**src/assert_macros.svh**
```systemverilog
// ----------------------------------------------------------------------------
// assert_macros.svh
// Assertion macros shared by the tuning word sequencer RTL.
// ----------------------------------------------------------------------------
`ifndef ASSERT_MACROS_SVH
`define ASSERT_MACROS_SVH

// Check that prop holds at every clock edge outside reset.
`define DTW_ASSERT(label, clk, rst_n, prop, msg) \
    label: assert property (@(posedge clk) disable iff (!rst_n) prop) \
        else $error(msg);

// Check that cond never holds outside reset.
`define DTW_ASSERT_NEVER(label, clk, rst_n, cond, msg) \
    label: assert property (@(posedge clk) disable iff (!rst_n) !(cond)) \
        else $error(msg);

`endif

```
**src/dtw_pkg.sv**
```systemverilog
// ----------------------------------------------------------------------------
// dtw_pkg
// Types, widths and command codes of the DDS tuning word sequencer.
// ----------------------------------------------------------------------------
`default_nettype none

package dtw_pkg;

    localparam int FREQ_W  = 27;
    localparam int SCALE_W = 29;
    localparam int PHASE_W = 12;
    localparam int WORD_W  = 16;
    localparam int PROD_W  = FREQ_W + SCALE_W;
    localparam int REM_W   = 24;
    localparam int QBITS   = PROD_W - (REM_W - 1);
    localparam int TW_W    = 28;
    localparam int HALF_W  = TW_W / 2;

    localparam logic [SCALE_W-1:0] SCALE_RESET = 29'd10737418;
    // 10^6 Hz per MHz times ten tenths per hertz; above 2^23, below 2^24
    localparam logic [REM_W-1:0]   DIVISOR     = 24'd10000000;

    localparam logic [WORD_W-1:0] CMD_RESET     = 16'h0100;
    localparam logic [WORD_W-1:0] CMD_B28_RESET = 16'h2100;
    localparam logic [WORD_W-1:0] TAG_REG0      = 16'h4000;
    localparam logic [WORD_W-1:0] TAG_REG1      = 16'h8000;
    localparam logic [WORD_W-1:0] PHASE_PREFIX  = 16'hC000;
    localparam logic [WORD_W-1:0] CTRL_SINE     = 16'h2000;
    localparam logic [WORD_W-1:0] CTRL_TRIANGLE = 16'h2002;
    localparam logic [WORD_W-1:0] CTRL_SQUARE   = 16'h2028;

    typedef enum logic [1:0] {
        MODE_SINE     = 2'd0,
        MODE_TRIANGLE = 2'd1,
        MODE_SQUARE   = 2'd2,
        MODE_NONE     = 2'd3
    } wave_mode_t;

    typedef enum logic [2:0] {
        W_RESET = 3'd0,
        W_B28   = 3'd1,
        W_LO    = 3'd2,
        W_HI    = 3'd3,
        W_PHASE = 3'd4,
        W_CTRL  = 3'd5
    } word_idx_t;

    // Request fields that ride along the arithmetic pipeline
    typedef struct packed {
        logic               reg_select;
        logic [1:0]         wave_mode;
        logic [PHASE_W-1:0] phase;
    } side_t;

    function automatic logic [WORD_W-1:0] ctrl_word(input logic [1:0] mode);
        logic [WORD_W-1:0] w;
        case (mode)
            MODE_SINE:     w = CTRL_SINE;
            MODE_TRIANGLE: w = CTRL_TRIANGLE;
            MODE_SQUARE:   w = CTRL_SQUARE;
            default:       w = CTRL_SINE;
        endcase
        return w;
    endfunction

endpackage

`default_nettype wire

```
**src/dtw_req_if.sv**
```systemverilog
// ----------------------------------------------------------------------------
// dtw_req_if
// Waveform request channel: valid/ready with the request fields.
// ----------------------------------------------------------------------------
`default_nettype none

interface dtw_req_if;
    logic                        valid;
    logic                        ready;
    logic [dtw_pkg::FREQ_W-1:0]  freq_decihz;
    logic                        reg_select;
    logic [1:0]                  wave_mode;
    logic [dtw_pkg::PHASE_W-1:0] phase;

    modport source (output valid, freq_decihz, reg_select, wave_mode, phase, input ready);
    modport sink   (input valid, freq_decihz, reg_select, wave_mode, phase, output ready);
endinterface

`default_nettype wire

```
**src/dtw_cmd_if.sv**
```systemverilog
// ----------------------------------------------------------------------------
// dtw_cmd_if
// Command word channel: valid/ready with one 16-bit word and its last flag.
// ----------------------------------------------------------------------------
`default_nettype none

interface dtw_cmd_if;
    logic                       valid;
    logic                       ready;
    logic [dtw_pkg::WORD_W-1:0] spi_word;
    logic                       last;

    modport source (output valid, spi_word, last, input ready);
    modport sink   (input valid, spi_word, last, output ready);
endinterface

`default_nettype wire

```
**src/dtw_mult.sv**
```systemverilog
// ----------------------------------------------------------------------------
// dtw_mult
// First pipeline stage: frequency times tuning scale, registered.
// ----------------------------------------------------------------------------
`default_nettype none

module dtw_mult (
    input  wire logic                         clk,
    input  wire logic                         rst_n,
    input  wire logic                         adv,
    input  wire logic                         in_valid,
    input  wire logic [dtw_pkg::FREQ_W-1:0]   freq,
    input  wire logic [dtw_pkg::SCALE_W-1:0]  scale,
    input  wire dtw_pkg::side_t               side_in,
    output logic                              out_valid,
    output logic [dtw_pkg::PROD_W-1:0]        prod,
    output dtw_pkg::side_t                    side_out
);
    import dtw_pkg::*;

    logic              valid_reg;
    logic [PROD_W-1:0] prod_reg;
    side_t             side_reg;

    always_ff @(posedge clk or negedge rst_n)
    begin
        if (!rst_n)
        begin
            valid_reg <= 1'b0;
        end
        else if (adv)
        begin
            valid_reg <= in_valid;
        end
    end

    always_ff @(posedge clk)
    begin
        if (adv)
        begin
            prod_reg <= PROD_W'(freq) * PROD_W'(scale);
            side_reg <= side_in;
        end
    end

    assign out_valid = valid_reg;
    assign prod      = prod_reg;
    assign side_out  = side_reg;

endmodule

`default_nettype wire

```
**src/dtw_div.sv**
```systemverilog
// ----------------------------------------------------------------------------
// dtw_div
// Pipelined restoring division of the product by 10^7, three quotient bits
// per stage.
// ----------------------------------------------------------------------------
`default_nettype none
`include "assert_macros.svh"

module dtw_div (
    input  wire logic                        clk,
    input  wire logic                        rst_n,
    input  wire logic                        adv,
    input  wire logic                        in_valid,
    input  wire logic [dtw_pkg::PROD_W-1:0]  prod,
    input  wire dtw_pkg::side_t              side_in,
    output logic                             out_valid,
    output logic [dtw_pkg::TW_W-1:0]         tw,
    output dtw_pkg::side_t                   side_out
);
    import dtw_pkg::*;

    localparam int STEPS   = 3;
    localparam int NSTAGES = QBITS / STEPS;

    logic             v_reg    [NSTAGES];
    logic [REM_W-1:0] rem_reg  [NSTAGES];
    logic [QBITS-1:0] lo_reg   [NSTAGES];
    side_t            side_reg [NSTAGES];

    logic             v_in     [NSTAGES];
    logic [REM_W-1:0] rem_in   [NSTAGES];
    logic [QBITS-1:0] lo_in    [NSTAGES];
    side_t            side_pin [NSTAGES];
    logic [REM_W-1:0] rem_next [NSTAGES];
    logic [QBITS-1:0] lo_next  [NSTAGES];

    for (genvar k = 0; k < NSTAGES; k++)
    begin : g_stage
        if (k == 0)
        begin : g_first
            // top bits stay below the divisor, so they seed the remainder
            assign v_in[k]     = in_valid;
            assign rem_in[k]   = {1'b0, prod[PROD_W-1:QBITS]};
            assign lo_in[k]    = prod[QBITS-1:0];
            assign side_pin[k] = side_in;
        end
        else
        begin : g_rest
            assign v_in[k]     = v_reg[k-1];
            assign rem_in[k]   = rem_reg[k-1];
            assign lo_in[k]    = lo_reg[k-1];
            assign side_pin[k] = side_reg[k-1];
        end

        // shift one dividend bit into the remainder, subtract when it fits,
        // shift the quotient bit in at the bottom
        always_comb
        begin : p_step
            logic [REM_W-1:0] r;
            logic [QBITS-1:0] l;
            logic [REM_W:0]   t;
            r = rem_in[k];
            l = lo_in[k];
            for (int s = 0; s < STEPS; s++)
            begin
                t = {r, l[QBITS-1]};
                l = {l[QBITS-2:0], 1'b0};
                if (t >= {1'b0, DIVISOR})
                begin
                    r    = REM_W'(t - {1'b0, DIVISOR});
                    l[0] = 1'b1;
                end
                else
                begin
                    r = t[REM_W-1:0];
                end
            end
            rem_next[k] = r;
            lo_next[k]  = l;
        end

        always_ff @(posedge clk or negedge rst_n)
        begin
            if (!rst_n)
            begin
                v_reg[k] <= 1'b0;
            end
            else if (adv)
            begin
                v_reg[k] <= v_in[k];
            end
        end

        always_ff @(posedge clk)
        begin
            if (adv)
            begin
                rem_reg[k]  <= rem_next[k];
                lo_reg[k]   <= lo_next[k];
                side_reg[k] <= side_pin[k];
            end
        end
    end

    // only the low 28 quotient bits go to the synthesizer
    assign out_valid = v_reg[NSTAGES-1];
    assign tw        = lo_reg[NSTAGES-1][TW_W-1:0];
    assign side_out  = side_reg[NSTAGES-1];

    `DTW_ASSERT(a_rem_first_below_div, clk, rst_n, v_reg[0] |-> (rem_reg[0] < DIVISOR), "remainder out of range after first divide stage")
    `DTW_ASSERT(a_rem_last_below_div, clk, rst_n, v_reg[NSTAGES-1] |-> (rem_reg[NSTAGES-1] < DIVISOR), "remainder out of range after last divide stage")

endmodule

`default_nettype wire

```
**src/dtw_seq.sv**
```systemverilog
// ----------------------------------------------------------------------------
// dtw_seq
// Word sequencer: holds one tuning result and emits its command words.
// ----------------------------------------------------------------------------
`default_nettype none
`include "assert_macros.svh"

module dtw_seq (
    input  wire logic                      clk,
    input  wire logic                      rst_n,
    input  wire logic                      in_valid,
    input  wire logic [dtw_pkg::TW_W-1:0]  tw,
    input  wire dtw_pkg::side_t            side_in,
    output logic                           take,
    dtw_cmd_if.source                      cmd
);
    import dtw_pkg::*;

    logic              busy_reg, busy_next;
    word_idx_t         idx_reg, idx_next;
    logic [TW_W-1:0]   tw_reg;
    side_t             side_reg;
    logic [WORD_W-1:0] tag;
    logic [WORD_W-1:0] word;
    logic              final_word;
    logic              fire;

    assign tag        = side_reg.reg_select ? TAG_REG1 : TAG_REG0;
    assign final_word = (idx_reg == W_CTRL) ||
                        ((idx_reg == W_PHASE) && (side_reg.wave_mode == MODE_NONE));
    assign fire       = busy_reg && cmd.ready;
    // load the next result while idle or as the current one hands over its last word
    assign take       = in_valid && (!busy_reg || (fire && final_word));

    always_ff @(posedge clk or negedge rst_n)
    begin
        if (!rst_n)
        begin
            busy_reg <= 1'b0;
            idx_reg  <= W_RESET;
        end
        else
        begin
            busy_reg <= busy_next;
            idx_reg  <= idx_next;
        end
    end

    always_ff @(posedge clk)
    begin
        if (take)
        begin
            tw_reg   <= tw;
            side_reg <= side_in;
        end
    end

    always_comb
    begin
        busy_next = busy_reg;
        idx_next  = idx_reg;
        if (take)
        begin
            busy_next = 1'b1;
            idx_next  = W_RESET;
        end
        else if (fire)
        begin
            if (final_word)
            begin
                busy_next = 1'b0;
            end
            else
            begin
                idx_next = word_idx_t'(3'(idx_reg + 3'd1));
            end
        end
    end

    always_comb
    begin
        case (idx_reg)
            W_RESET: word = CMD_RESET;
            W_B28:   word = CMD_B28_RESET;
            W_LO:    word = tag | WORD_W'(tw_reg[HALF_W-1:0]);
            W_HI:    word = tag | WORD_W'(tw_reg[TW_W-1:HALF_W]);
            W_PHASE: word = PHASE_PREFIX | WORD_W'(side_reg.phase);
            W_CTRL:  word = ctrl_word(side_reg.wave_mode);
            default: word = CMD_RESET;
        endcase
    end

    assign cmd.valid    = busy_reg;
    assign cmd.spi_word = word;
    assign cmd.last     = final_word;

    `DTW_ASSERT(a_last_on_tail, clk, rst_n, (cmd.valid && cmd.last) |-> ((idx_reg == W_CTRL) || (idx_reg == W_PHASE)), "last flag on a word that cannot end a request")
    `DTW_ASSERT(a_no_gap_in_request, clk, rst_n, (fire && !final_word) |=> (cmd.valid && !$stable(idx_reg)), "request words did not continue after a taken word")

endmodule

`default_nettype wire

```
**src/dds_tuning_word_command_sequencer_core.sv**
```systemverilog
// ----------------------------------------------------------------------------
// dds_tuning_word_command_sequencer_core
// Turns waveform requests into the command words of a 28-bit DDS.
// ----------------------------------------------------------------------------
// Each request gives 0x0100, 0x2100, the low and high 14 tuning word bits
// with the register tag, the phase word and the wave control word (five
// words when wave_mode is 3). The tuning word is the low 28 bits of the
// exact floor(freq * scale / 10^7), computed in a 12-stage pipeline: one
// multiply stage followed by eleven divide stages that each produce three
// quotient bits. The sequencer registers a result of the last divide stage,
// then emits one word per cycle while the receiver is ready, and takes the
// next result when idle or as the current one hands over its last word,
// while up to twelve more requests wait in the pipeline. cfg_wdata written
// with cfg_we replaces the tuning scale; write it while idle.
// ----------------------------------------------------------------------------
`default_nettype none

module dds_tuning_word_command_sequencer_core (
    input  wire logic                         clk,
    input  wire logic                         rst_n,
    input  wire logic                         cfg_we,
    input  wire logic [dtw_pkg::SCALE_W-1:0]  cfg_wdata,
    dtw_req_if.sink                           req,
    dtw_cmd_if.source                         cmd
);
    import dtw_pkg::*;

    logic [SCALE_W-1:0] scale_reg;
    logic               adv;
    logic               take;
    side_t              req_side;

    logic               mul_valid;
    logic [PROD_W-1:0]  mul_prod;
    side_t              mul_side;

    logic               div_valid;
    logic [TW_W-1:0]    div_tw;
    side_t              div_side;

    always_ff @(posedge clk or negedge rst_n)
    begin
        if (!rst_n)
        begin
            scale_reg <= SCALE_RESET;
        end
        else if (cfg_we)
        begin
            scale_reg <= cfg_wdata;
        end
    end

    // advance the whole pipe unless its tail holds a result the sequencer
    // cannot take yet
    assign adv       = !div_valid || take;
    assign req.ready = adv;

    assign req_side.reg_select = req.reg_select;
    assign req_side.wave_mode  = req.wave_mode;
    assign req_side.phase      = req.phase;

    dtw_mult u_mult (
        .clk       (clk),
        .rst_n     (rst_n),
        .adv       (adv),
        .in_valid  (req.valid),
        .freq      (req.freq_decihz),
        .scale     (scale_reg),
        .side_in   (req_side),
        .out_valid (mul_valid),
        .prod      (mul_prod),
        .side_out  (mul_side)
    );

    dtw_div u_div (
        .clk       (clk),
        .rst_n     (rst_n),
        .adv       (adv),
        .in_valid  (mul_valid),
        .prod      (mul_prod),
        .side_in   (mul_side),
        .out_valid (div_valid),
        .tw        (div_tw),
        .side_out  (div_side)
    );

    dtw_seq u_seq (
        .clk      (clk),
        .rst_n    (rst_n),
        .in_valid (div_valid),
        .tw       (div_tw),
        .side_in  (div_side),
        .take     (take),
        .cmd      (cmd)
    );

endmodule

`default_nettype wire

```
**src/flat_wrapper.sv**
```systemverilog
// flat-port wrapper written by rule: the top's interface ports become plain ports
module dds_tuning_word_command_sequencer_core_flat import dtw_pkg::*;
  (clk, rst_n, cfg_we, cfg_wdata, req_valid, req_freq_decihz, req_reg_select, req_wave_mode, req_phase, req_ready, cmd_valid, cmd_spi_word, cmd_last, cmd_ready);
  dtw_req_if req_i ();
  dtw_cmd_if cmd_i ();
  input  wire logic clk;
  input  wire logic rst_n;
  input  wire logic cfg_we;
  input  wire logic [dtw_pkg::SCALE_W-1:0] cfg_wdata;
  input wire logic [$bits(req_i.valid)-1:0] req_valid;
  input wire logic [$bits(req_i.freq_decihz)-1:0] req_freq_decihz;
  input wire logic [$bits(req_i.reg_select)-1:0] req_reg_select;
  input wire logic [$bits(req_i.wave_mode)-1:0] req_wave_mode;
  input wire logic [$bits(req_i.phase)-1:0] req_phase;
  output wire logic [$bits(req_i.ready)-1:0] req_ready;
  output wire logic [$bits(cmd_i.valid)-1:0] cmd_valid;
  output wire logic [$bits(cmd_i.spi_word)-1:0] cmd_spi_word;
  output wire logic [$bits(cmd_i.last)-1:0] cmd_last;
  input wire logic [$bits(cmd_i.ready)-1:0] cmd_ready;
  assign req_i.valid = req_valid;
  assign req_i.freq_decihz = req_freq_decihz;
  assign req_i.reg_select = req_reg_select;
  assign req_i.wave_mode = req_wave_mode;
  assign req_i.phase = req_phase;
  assign req_ready = req_i.ready;
  assign cmd_valid = cmd_i.valid;
  assign cmd_spi_word = cmd_i.spi_word;
  assign cmd_last = cmd_i.last;
  assign cmd_i.ready = cmd_ready;
  dds_tuning_word_command_sequencer_core u_core (.clk(clk), .rst_n(rst_n), .cfg_we(cfg_we), .cfg_wdata(cfg_wdata), .req(req_i), .cmd(cmd_i));
endmodule
```
**config.mk**
```make
export PLATFORM = sky130hd
export DESIGN_NAME = dds_tuning_word_command_sequencer_core_flat
export DESIGN_NICKNAME = d
export VERILOG_FILES = /design/src/dtw_pkg.sv /design/src/dtw_req_if.sv /design/src/dtw_cmd_if.sv /design/src/dtw_mult.sv /design/src/dtw_div.sv /design/src/dtw_seq.sv /design/src/dds_tuning_word_command_sequencer_core.sv /design/src/flat_wrapper.sv
export VERILOG_INCLUDE_DIRS = /design/src /design/src/src
export SDC_FILE = /design/constraint.sdc
export NUM_CORES = 2
export LEC_CHECK = 0
export BUFFER_PORTS_ARGS = -buffer_cell sky130_fd_sc_hd__buf_2
export CAP_MARGIN = 25
export CORE_ASPECT_RATIO = 1.1
export CORE_MARGIN = 8
export CORE_UTILIZATION = 35
export CTS_CLUSTER_DIAMETER = 30
export CTS_CLUSTER_SIZE = 12
export DETAILED_ROUTE_END_ITERATION = 10
export SLEW_MARGIN = 20
export SYNTH_ARGS = -nofsm -noshare
export SYNTH_HDL_FRONTEND = slang
export SYNTH_SLANG_ARGS = --single-unit
```
**constraint.sdc**
```tcl
create_clock -name clk -period 36.6 [get_ports clk]
set_clock_uncertainty 0.05 [all_clocks]
set_input_delay 1.83 -clock clk [delete_from_list [all_inputs] [get_ports clk]]
set_output_delay 1.83 -clock clk [all_outputs]
set_load 0.02 [all_outputs]
```
Word level (Yosys, flattened, before mapping) --
Memory sizes are Yosys's and may differ from the RTL's. A register that Yosys moved wholly into a read port is not among the register bits. Cells that the tools add are included.
Word-level totals: logic and storage cells 191, RAM bits 792, output and inout bits 19, flip-flop bits (word level) 116, input port bits 76, memories kept 3
Cells by class: equality and inequality tests 9, mux-type cells 77, bitwise logic cells 2, add/sub/neg operators 34, $mul 1, reduce and logical (&&, ||, !) cells 13, order comparisons 33
Memories:
- u_core.u_div.lo_reg | words 11, bits a word 33, rd ports 11, clocked after memory_dff 1, wr ports 11, line dtw_div.sv:27 | logic [QBITS-1:0] lo_reg [NSTAGES];
- u_core.u_div.rem_reg | words 11, bits a word 24, rd ports 10, clocked after memory_dff 0, wr ports 11, line dtw_div.sv:26 | logic [REM_W-1:0] rem_reg [NSTAGES];
- u_core.u_div.side_reg | words 11, bits a word 15, rd ports 11, clocked after memory_dff 1, wr ports 11, line dtw_div.sv:28 | side_t side_reg [NSTAGES];
Operators by type and width (count):
- $ge A25 B24 Y1 const B | 32
- $mux W24 | 33
- $sub A24 B24 Y24 const B | 33
- $pmux W16 S5 | 1
- $mul A27 B29 Y56 | 1
- $mux W1 | 38
- $or A16 B14 Y16 | 2
- $ge A24 B24 Y1 const B | 1
- $mux W16 | 1
- $pmux W6 S2 | 1
- $mux W3 | 3
- $eq A3 B2 Y1 const B | 2
- $eq A3 B3 Y1 const B | 2
- $eq A2 B2 Y1 const B | 2
- $logic_and A1 B1 Y1 | 4
- $reduce_and A2 Y1 | 2
- $reduce_bool A2 Y1 | 2
- $add A3 B1 Y3 const B | 1
- $eq A3 B1 Y1 const B | 1
- $logic_or A1 B1 Y1 | 3
- $eq A2 B1 Y1 const B | 1
- $logic_not A1 Y1 | 2
- $ne A2 B1 Y1 const B | 1

Depth between registers and ports, before layout --
depth in word-level cells 9, depth in mapped cells 33, gate-level depth less buffers 31

Modules after synthesis --
A second synthesis with hierarchy kept.
Unflattened totals: cells, all modules 7010, area total of the unflattened synthesis 72135.4 µm²
Modules (own cells, without submodules):
- dtw_div | cells an instance 3815, area each 41552.4 µm², sequential area each 21445.6 µm², times used 1
- dtw_mult | cells an instance 3009, area each 27485.1 µm², sequential area each 2157.1 µm², times used 1
- dtw_seq | cells an instance 124, area each 1959.4 µm², sequential area each 1391.3 µm², times used 1
- dds_tuning_word_command_sequencer_core | cells an instance 62, area each 1138.6 µm², sequential area each 740.7 µm², times used 1

Least setup slack after synthesis --
Ideal clock, no wire load.
path type input-to-reg, start in cmd_ready, end reg u_core.u_div.v_reg (netlist bit u_core.u_div.v_in[3]), arrival 26029 ps, library setup time 176 ps, path slack 10344 ps, buffers on the path 1, cell stages on the path 4, data required time 36374 ps, path through a21boi_0 > nand2_1 > buf_1 > mux2_2
On the way: cells in the longest elaborated chain, start to end 5
Ends and longest elaborated chain:
- start, declared | line flat_wrapper.sv:19 | input wire logic [$bits(cmd_i.ready)-1:0] cmd_ready;
- $logic_and A1 B1 Y1 | line dtw_seq.sv:31 | assign fire = busy_reg && cmd.ready;
- $logic_and A1 B1 Y1 | line dtw_seq.sv:33 | assign take = in_valid && (!busy_reg || (fire && final_word));
- $logic_or A1 B1 Y1 | line dtw_seq.sv:33
- $logic_and A1 B1 Y1 | line dtw_seq.sv:33
- $logic_or A1 B1 Y1 | line dds_tuning_word_command_sequencer_core.sv:55 | assign adv = !div_valid || take;
- net req_ready | line flat_wrapper.sv:15 | output wire logic [$bits(req_i.ready)-1:0] req_ready;
- end signal, assigned by index | line dtw_div.sv:90 | v_reg[k] <= v_in[k];
- end, declared | line dtw_div.sv:25 | logic v_reg [NSTAGES];
The timed path passes the listed nets, and every way through them passes these cells. A chain may end at the register's enable or synchronous reset.

Worst setup path in the final report --
start in req_freq_decihz[8], end reg u_core.u_mult.prod_reg[52], in the netlist u_core.u_mult.prod[52], data pin
On the way: cells in the longest elaborated chain, start to end 1
Ends and longest elaborated chain:
- start, declared | line flat_wrapper.sv:11 | input wire logic [$bits(req_i.freq_decihz)-1:0] req_freq_decihz;
- $mul A27 B29 Y56 | line dtw_mult.sv:41 | prod_reg <= PROD_W'(freq) * PROD_W'(scale);
- end signal, assigned | line dtw_mult.sv:41
- end, declared | line dtw_mult.sv:22 | logic [PROD_W-1:0] prod_reg;
No other way between the ends.

==> impl_summary.txt <==
----------------------------------------------------
[Final layout]
  Post-route cell area ... 81600 um^2
  Number of filler instances in the final layout ... 19825
  Area delta synth->final ... 13.16%
  Nets ... 8032
  Most common library cell in the layout ignoring fill and taps ... sky130_fd_sc_hd__inv_1
  Post-layout instance count excluding filler cells ... 9938
  Final standard cell utilization of the core ... 0.3987
  Top library cells by usage in the layout, fill and taps aside ... sky130_fd_sc_hd__inv_1 (921), sky130_fd_sc_hd__edfxtp_1 (818), sky130_fd_sc_hd__nand2_1 (780)
  Flip-flop count of the largest register, all copies and words added ... 300
  Fraction of final layout cells with drive strength greater than 1 ... 0.09738

[Synthesis]
  Cell variety after synth ... 140
  Area of the mapped netlist ... 72110 um^2
  Syn_nets ... 8008
  Synth Register Bits ... 863
  Main synth FF type ... sky130_fd_sc_hd__edfxtp_1
  EDFF count, synth ... 818
  Fraction of registers with async set/reset ... 0.05214
  Gate count of the mapped netlist ... 7027
  Mean cell area of the mapped netlist ... 10.26 um^2
  Portion of the post-synthesis area used by sequential elements ... 0.3565
  Syn. warnings ... 0

[Clock network]
  Sinks on Clock Net ... 863
  CTS Hold Buffers Added ... 0
  Clock-pin slew reported for the worst setup and hold paths after clock tree synthesis ... 50 ps
  Max Root-Sink Buffers ... 3
  Total CTS buffers ... 181
  Insertion delay of the later-clocked pin in the worst-skew pair ... 820 ps
  Cell at the root of the clock tree ... sky130_fd_sc_hd__clkbuf_16
  CTS resizes ... 0
  Number of H-tree levels ... 4
  TritonCTS clock tree ... built
  # Post-CTS Setup Buffers ... 0

[Route]
  Final routed wire length divided by cell count ... 17.89 um
  Drt total wl ... 177800 um
  First-pass iteration count of the detailed router ... 6
  Antenna-violating nets left ... 0
  Vias after detailed routing ... 51087
  First-iteration detailed-routing DRC count ... 3362
  Final routed DRC violation total ... 0
  Via density per instance ... 5.141

[Run status]
  Status ... completed

[Floorplan]
  Initial core utilization ... 0.3524
  Number of core rows ... 174
  Die boundary width ... 448.8 um
  Area of the core region ... 204600 um^2
  Overall die area ... 220800 um^2
  Top-level I/O count ... 95
  Die Ht ... 492.1 um

[Global routing]
  Via count of the first global-routing pass ... 52486
  Largest net degree at the start of global routing ... 163
  Initial antenna violation count ... 2
  Gr ovfl total ... 0
  Wire length of the first global-routing pass ... 282300 um
  GRT Util Overall ... 0.1561

[Place]
  Count of port buffers added during placement ... 94
  Post-detailed-placement half-perimeter wirelength ... 132800 um
  Placed Area ... 75100 um^2
  Post-Place Cells ... 9591
  Gp weighted congestion ... 0.8719

[Critical path]
  Biggest fanout along the worst timing path ... 29
  Most repeated library cell on the critical path ... sky130_fd_sc_hd__fa_1
  Critical Setup Path Class ... input port to register
  Stage delay of the slowest cell on the critical path ... 560 ps
  Cell type of the slowest stage on the worst timing path ... sky130_fd_sc_hd__fa_1
  Capturing element type of the critical path ... register
  Worst path required time ... 37030 ps
  Endpoint arrival time on the critical path ... 10230 ps
  Type of element launching the critical path ... input port

[STA]
  Final critical-path required period ... 9800 ps
  Final count of hold timing violations ... 0
  Unrepaired setup endpoints after global routing ... false
  Transition time of the tightest slew-check pin ... 974.9 ps
  Post-route fraction of the period consumed by the critical path ... 0.2678
  Max Freq ... 0.1020 GHz
  Relative slew slack ... 0.3489
  Number of slew-limit violations in the final report ... 0
  Final setup viols ... 0
  Final TNS setup ... 0 ps

[Job]
  # Max-Cap Violations ... 0

[Worst hold path]
  Worst hold path class ... register to register

----------------------------------------------------
worst max-delay path: cells and delay by family:
kind	cells	cell delay [ps]
buffers and inverters	4	720
AO/OA/AOI/OAI	12	2920
AND/OR/NAND/NOR	4	660
XOR/XNOR	1	80
adder cells (fa/ha/maj)	8	3980
cell families (layout without fill, tap and decap cells):
group / Yosys count / after routing / synth area share
flip-flops: 863 / 863 / 0.3565
multiplexers: 110 / 110 / 0.01631
adder cells (fa/ha/maj): 905 / 905 / 0.2272
other: 0 / 1 / 0
buffers and inverters: 1247 / 1429 / 0.06752
XOR/XNOR: 551 / 551 / 0.06724
AND/OR/NAND/NOR: 2172 / 2172 / 0.1516
AO/OA/AOI/OAI: 1179 / 1179 / 0.1137
cells in the mapped netlist (18+ instances only):
cell | n | area [um^2]
sky130_fd_sc_hd__edfxtp_1 | 818 | 24560
sky130_fd_sc_hd__a211oi_1 | 37 | 277.8
sky130_fd_sc_hd__o21bai_1 | 26 | 195.2
sky130_fd_sc_hd__fa_1 | 674 | 13490
sky130_fd_sc_hd__inv_1 | 921 | 3457
sky130_fd_sc_hd__or2_2 | 36 | 225.2
sky130_fd_sc_hd__o31ai_1 | 46 | 345.3
sky130_fd_sc_hd__nand3_1 | 102 | 510.5
sky130_fd_sc_hd__clkbuf_1 | 235 | 882.1
sky130_fd_sc_hd__nand2b_1 | 43 | 269.0
sky130_fd_sc_hd__o21ai_1 | 30 | 150.1
sky130_fd_sc_hd__o21ai_0 | 230 | 1151
sky130_fd_sc_hd__a31oi_1 | 66 | 412.9
sky130_fd_sc_hd__or4_1 | 22 | 165.2
sky130_fd_sc_hd__nor2_1 | 370 | 1389
sky130_fd_sc_hd__nand2_1 | 781 | 2932
sky130_fd_sc_hd__a21oi_1 | 248 | 1241
sky130_fd_sc_hd__nand3b_1 | 22 | 165.2
sky130_fd_sc_hd__nor4_1 | 51 | 319.1
sky130_fd_sc_hd__a21o_1 | 73 | 548.0
sky130_fd_sc_hd__o21a_1 | 41 | 307.8
sky130_fd_sc_hd__or3_1 | 43 | 269.0
sky130_fd_sc_hd__a21boi_0 | 22 | 165.2
sky130_fd_sc_hd__nand4_1 | 41 | 256.5
sky130_fd_sc_hd__o31a_1 | 18 | 157.7
sky130_fd_sc_hd__dfrtp_1 | 33 | 825.8
sky130_fd_sc_hd__nor2b_1 | 35 | 219.0
sky130_fd_sc_hd__xor2_1 | 176 | 1541
sky130_fd_sc_hd__and2_1 | 351 | 2196
sky130_fd_sc_hd__ha_1 | 231 | 2890
sky130_fd_sc_hd__and3_1 | 25 | 156.4
sky130_fd_sc_hd__o211a_1 | 24 | 240.2
sky130_fd_sc_hd__nor3_1 | 122 | 610.6
sky130_fd_sc_hd__o211ai_1 | 42 | 315.3
sky130_fd_sc_hd__mux2i_1 | 52 | 520.5
sky130_fd_sc_hd__xnor2_1 | 372 | 3258
sky130_fd_sc_hd__o22ai_1 | 20 | 125.1
sky130_fd_sc_hd__mux2_2 | 57 | 641.9
sky130_fd_sc_hd__buf_2 | 44 | 220.2
routing by layer:
metal / GRT usage / vias to the layer above / wire (um) / share of wire
met3: 0.02332 / 373 / 7631 / 0.043
met4: 0.06694 / 0 / 7405 / 0.042
met1: 0.1883 / 25495 / 73360 / 0.41
met2: 0.2772 / 1314 / 89410 / 0.50
met5: 0 / - / 0 / 0
li1: - / 23905 / - / -
metrics by stage:
stage	hold WS [ps]	setup WS, ps
after global placement	350.3	25820
after detailed placement	354.5	26160
after global routing	325.8	26570
final	312.1	26800
after floorplan	350.3	10340
after CTS	303.6	26930
worst paths after layout:
| check | to | from | slack, ps | cells after the start |
|---|---|---|---|---|
| hold / removal | u_core.u_div.lo_reg[0][19] | u_core.u_mult.prod[16] | 310 | 0 |
| setup reg to reg | u_core.u_mult.prod[52] | u_core.scale_reg[6] | 27450 | 30 |
| hold reg to reg | u_core.u_div.lo_reg[0][19] | u_core.u_mult.prod[16] | 310 | 0 |
| min in group asynchronous | u_core.scale_reg[28] | rst_n | 1130 | 2 |
| setup / recovery | u_core.u_mult.prod[52] | req_freq_decihz[8] | 26800 | 29 |
| max in group asynchronous | u_core.u_div.v_in[2] | rst_n | 34720 | 2 |
final cells by class:
class                           count  area [um^2]  area share
Clock buffer                      194         4578     0.05610
Antenna cell                        1        2.502  0.00003067
Timing Repair Buffer              152         1008     0.01236
Tap cell                         2728         3413     0.04183
Clock inverter                    147         1809     0.02217
Multi-Input combinational cell   4917        41560      0.5094
Sequential cell                   863        25700      0.3150
Inverter                          936         3520     0.04313
Power is not shown: default switching activity piles up to over one toggle a cycle in this logic, so the estimate is an artifact.
